**config.mk**
```make
export PLATFORM = sky130hd
export DESIGN_NAME = spl_cell
export DESIGN_NICKNAME = d
export VERILOG_FILES = /design/src/spl_pkg.sv /design/src/spl_cell.sv
export SDC_FILE = /design/constraint.sdc
export NUM_CORES = 1
export LEC_CHECK = 0
export ABC_CLOCK_PERIOD_IN_PS = 12750
export BUFFER_PORTS_ARGS = -buffer_cell sky130_fd_sc_hd__buf_2
export CORE_ASPECT_RATIO = 1.4
export CORE_MARGIN = 2
export CORE_UTILIZATION = 31
export DETAILED_ROUTE_END_ITERATION = 6
export GPL_ROUTABILITY_DRIVEN = 1
export PLACE_DENSITY = 0.67
export RECOVER_POWER = 100
export SLEW_MARGIN = 40
export SYNTH_ARGS = -nofsm -noshare
export SYNTH_HDL_FRONTEND = slang
export SYNTH_SLANG_ARGS = --single-unit
```
**constraint.sdc**
```tcl
create_clock -name clk -period 12.75 [get_ports clk]
set_clock_uncertainty 0.2 [all_clocks]
set_input_delay 0.6375 -clock clk [delete_from_list [all_inputs] [get_ports clk]]
set_output_delay 0.6375 -clock clk [all_outputs]
set_load 0.01 [all_outputs]
```
**src/spl_pkg.sv**
```systemverilog
// Shared types and constants for the sorted priority list.
// Used by spl_cell, sorted_priority_list_core and the testbench; depends on nothing.
package spl_pkg;

    localparam int CAPACITY = 64;
    localparam int KEY_BITS = 16;
    localparam int OCC_BITS = $clog2(CAPACITY + 1);

    localparam logic [2:0] FUNC_PUSH     = 3'd0;
    localparam logic [2:0] FUNC_POP_HEAD = 3'd1;
    localparam logic [2:0] FUNC_POP_TAIL = 3'd2;
    localparam logic [2:0] FUNC_FIND     = 3'd3;
    localparam logic [2:0] FUNC_REMOVE   = 3'd4;

    localparam logic [1:0] STATUS_OK       = 2'd0;
    localparam logic [1:0] STATUS_FULL     = 2'd1;
    localparam logic [1:0] STATUS_EMPTY    = 2'd2;
    localparam logic [1:0] STATUS_NOTFOUND = 2'd3;

    typedef struct packed {
        logic [2:0]          func;
        logic [KEY_BITS-1:0] entry_priority;
        logic [KEY_BITS-1:0] entry_value;
    } spl_req_t;

    typedef struct packed {
        logic [1:0]          status;
        logic [KEY_BITS-1:0] out_priority;
        logic [KEY_BITS-1:0] out_value;
        logic [OCC_BITS-1:0] occupancy;
    } spl_rsp_t;

    typedef enum logic [2:0] {
        CELL_HOLD,
        CELL_PUSH,
        CELL_POP_HEAD,
        CELL_POP_TAIL,
        CELL_REMOVE
    } cell_op_t;

    typedef struct packed {
        logic                valid;
        logic [KEY_BITS-1:0] prio;
        logic [KEY_BITS-1:0] value;
    } spl_entry_t;

    // broadcast to every cell
    typedef struct packed {
        cell_op_t            op;
        logic                tail_side;
        logic [KEY_BITS-1:0] key_prio;
        logic [KEY_BITS-1:0] key_value;
    } spl_cell_ctrl_t;

endpackage

```
**src/spl_cell.sv**
```systemverilog
// One slot of the sorted list: holds an entry and shifts with its neighbors.
// Depends on spl_pkg.
module spl_cell (
    input  logic                    clk,
    input  logic                    rst_n,
    input  spl_pkg::spl_cell_ctrl_t ctrl,
    input  logic                    remove_sel,
    input  spl_pkg::spl_entry_t     left_entry,
    input  logic                    left_ge,
    input  spl_pkg::spl_entry_t     right_entry,
    input  logic                    right_le,
    output spl_pkg::spl_entry_t     entry,
    output logic                    le,
    output logic                    ge
);
    import spl_pkg::*;

    logic                valid_reg;
    logic                valid_next;
    logic [KEY_BITS-1:0] prio_reg;
    logic [KEY_BITS-1:0] prio_next;
    logic [KEY_BITS-1:0] value_reg;
    logic [KEY_BITS-1:0] value_next;
    logic                lt;
    logic                eq;

    assign lt = valid_reg && (prio_reg < ctrl.key_prio);
    assign le = valid_reg && (prio_reg <= ctrl.key_prio);
    assign eq = valid_reg && (prio_reg == ctrl.key_prio);

    // ge: this slot is at or after the insert point.
    // Tail side lands before the last equal priority when one exists.
    assign ge = ctrl.tail_side ? (!le || (eq && !right_le)) : !lt;

    always_comb
    begin
        valid_next = valid_reg;
        prio_next  = prio_reg;
        value_next = value_reg;
        case (ctrl.op)
            CELL_PUSH:
            begin
                if (ge)
                begin
                    valid_next = valid_reg || left_entry.valid || !left_ge;
                    if (left_ge)
                    begin
                        prio_next  = left_entry.prio;
                        value_next = left_entry.value;
                    end
                    else
                    begin
                        prio_next  = ctrl.key_prio;
                        value_next = ctrl.key_value;
                    end
                end
            end
            CELL_POP_HEAD:
            begin
                valid_next = right_entry.valid;
                prio_next  = right_entry.prio;
                value_next = right_entry.value;
            end
            CELL_POP_TAIL:
            begin
                valid_next = right_entry.valid;
            end
            CELL_REMOVE:
            begin
                if (remove_sel)
                begin
                    valid_next = right_entry.valid;
                    prio_next  = right_entry.prio;
                    value_next = right_entry.value;
                end
            end
            default:
            begin
                valid_next = valid_reg;
            end
        endcase
    end

    always_ff @(posedge clk or negedge rst_n)
    begin
        if (!rst_n)
        begin
            valid_reg <= 1'b0;
        end
        else
        begin
            valid_reg <= valid_next;
        end
    end

    always_ff @(posedge clk)
    begin
        prio_reg  <= prio_next;
        value_reg <= value_next;
    end

    assign entry.valid = valid_reg;
    assign entry.prio  = prio_reg;
    assign entry.value = value_reg;

endmodule

```
==> flow_metrics.env <==
export IMPL_routed_wl_um=5780
export IMPL_total_power_mw=0.326
export IMPL_r2r_setup_slack_ps=8000
export IMPL_clk_path_buf_depth=2
export IMPL_first_global_vias=2118
export IMPL_hpwl_um=4800
export IMPL_cap_violations=2
export IMPL_final_cell_mix="buf_2 (103), clkbuf_1 (41), nand2_1 (38)"
export IMPL_worst_pin_slew_ps=2360
export IMPL_critPathArrivalTime_ps=4550
export IMPL_synth_area_mm2=0.00220
export IMPL_synth_fp_nets=344
export IMPL_nNetsFinal=485
export IMPL_setup_tns_ps=0
export IMPL_synth_edf_count=32
export IMPL_grt_pass1_wl_um=9000
export IMPL_start_kind="input port"
export IMPL_fin_crit_sh=0.380
export IMPL_finalSetupViolCount=0
export IMPL_clockRootBuffer="clkbuf_8"
export IMPL_cts_num_sinks=33
export IMPL_grt_max_degree=36
export IMPL_grt_use_total=0.150
export IMPL_ys_warn_count=0
export IMPL_io_buffers=141
export IMPL_placed_cell_area_mm2=0.00305
export IMPL_initial_core_util=0.317
export IMPL_p_leak_nw=1.41
export IMPL_ys_seq_elements=33
export IMPL_ctsHtreeMaxLevel=2
export IMPL_p_per_area_mw_per_mm2=107
export IMPL_die_x_um=75.2
export IMPL_crit_fanout=17
export IMPL_vias_per_cell=4.60
export IMPL_drv_slew=51
export IMPL_clock_latency_ps=280
export IMPL_fill_cells=763
export IMPL_avgRoutedWirePerCell_um=12.6
export IMPL_io_pins=142
export IMPL_finalNonFillerCells=458
export IMPL_timing_fmax_mhz=206
export IMPL_synth_async_reset_ratio=0.0303
export IMPL_hold_viol=0
export IMPL_diodes=0
export IMPL_vias=2109
export IMPL_fin_area_mm2=0.00305
export IMPL_antenna_left=0
export IMPL_ys_seq_area_frac=0.448
export IMPL_end_kind="flop"
export IMPL_critPathKind="input port to flop"
export IMPL_drt_iter0_drc=70
export IMPL_cp_required_ps=12450
export IMPL_cts_tree="done"
export IMPL_overflow=0
export IMPL_area_growth_pct=38.7
export IMPL_netlist_instances=221
export IMPL_num_rows=36
export IMPL_status="finished, violations left"
export IMPL_cts_buffers=5
export IMPL_syn_avg_cell_area_um2=9.95
export IMPL_antenna_found_initial=1
export IMPL_slew_headroom=-0.573
export IMPL_yosys_most_used_dff="edfxtp_1"
export IMPL_timing_hold_ws_ps=415
export IMPL_hold_class="input port to flop"
export IMPL_ys_types=31
export IMPL_first_pass_iters=6
export IMPL_drc=0
export IMPL_clk_pin_slew_ps=70
export IMPL_dieArea_mm2=0.00779
export IMPL_final_common_cell="buf_2"
export IMPL_drive_above_1_share=0.311
export IMPL_period_needed_ps=4850
export IMPL_post_cts_buffers=0
export IMPL_core_area_mm2=0.00694
export IMPL_rsz0062_at_grt="no"
export IMPL_irDropWorstVdd_v=0.0000637
export IMPL_place_gp_congestion=0.823
export IMPL_dp_cells=449
export IMPL_violations="max-capacitance violations, max-slew violations"
export IMPL_die_height_um=104
[timing repair]
item,CTS,global route
hold endpoints to repair,1,0
hold buffers,1,0
gates resized for setup,0,0
[synthesized netlist by cell type (all sizes together), types with 2 or more instances]
cell	count	area share
ha	16	0.091
buf	7	0.017
nor2b	4	0.011
edfxtp	32	0.44
nand3	2	0.0046
inv	17	0.029
mux2i	33	0.15
a21oi	7	0.018
nor2	9	0.016
o21ai	37	0.086
and4	2	0.0085
clkbuf	4	0.0068
nand2	38	0.065
[final timing paths]
| check | startpoint | to | cells after the start |
|---|---|---|---|
| max | ctrl[23] | value_reg[14] | 10 |
| min | right_entry[32] | valid_reg | 3 |
| max reg2reg | prio_reg[5] | value_reg[14] | 8 |
| min reg2reg | valid_reg | valid_reg | 2 |
| max in group asynchronous | rst_n | valid_reg | 2 |
| min in group asynchronous | rst_n | valid_reg | 2 |
[critical path: stages]
cell and delay [ps]:
clkbuf_1 120, inv_1 60, ha_1 310, nand4_1 150
nor4_1 380, nor2_1 80, a21oi_1 190, o21ai_0 130
o21ai_0 1670, clkbuf_1 820
[per-layer routing]
layer | global-route usage | share of wire
met4 | 0.0388 | 0.013
met5 | 0 | 0
met2 | 0.287 | 0.54
met3 | 0.0409 | 0.073
met1 | 0.150 | 0.37
[cell families after synthesis]
logic type | Yosys count | share of synthesized area
adder cells (fa/ha/maj) | 16 | 0.0910
AO/OA/AOI/OAI | 50 | 0.127
multiplexers | 33 | 0.150
XOR/XNOR | 1 | 0.00398
buffers and inverters | 28 | 0.0529
flip-flops | 33 | 0.448
AND/OR/NAND/NOR | 60 | 0.127
[through the flow]
stage | utilization | setup WS [ps]
global placement | 0.431 | 9450
CTS | 0.460 | 9680
detailed placement | 0.439 | 9550
finish | 0.440 | 7900
floorplan | - | 8110
global route | 0.440 | 7480
[area by class of cell]
| cell class | count | area, um2 | area share |
|---|---|---|---|
| Inverter | 17 | 63.8 | 0.0209 |
| Tap cell | 95 | 119 | 0.0390 |
| Sequential cell | 33 | 986 | 0.323 |
| Clock inverter | 3 | 65.1 | 0.0213 |
| Clock buffer | 5 | 68.8 | 0.0226 |
| Timing Repair Buffer | 145 | 679 | 0.223 |
| Multi-Input combinational cell | 160 | 1070 | 0.351 |
[power breakdown]
| group | leakage (nW) | switching (mW) | internal, mW | total (mW) |
|---|---|---|---|---|
| Clock | 0.0681 | 0.0384 | 0.0777 | 0.116 |
| Sequential | 0.314 | 0.00424 | 0.133 | 0.137 |
| Combinational | 1.03 | 0.0407 | 0.0326 | 0.0734 |
| Total | 1.41 | 0.0833 | 0.243 | 0.326 |
(Power assumes the default switching activity.)
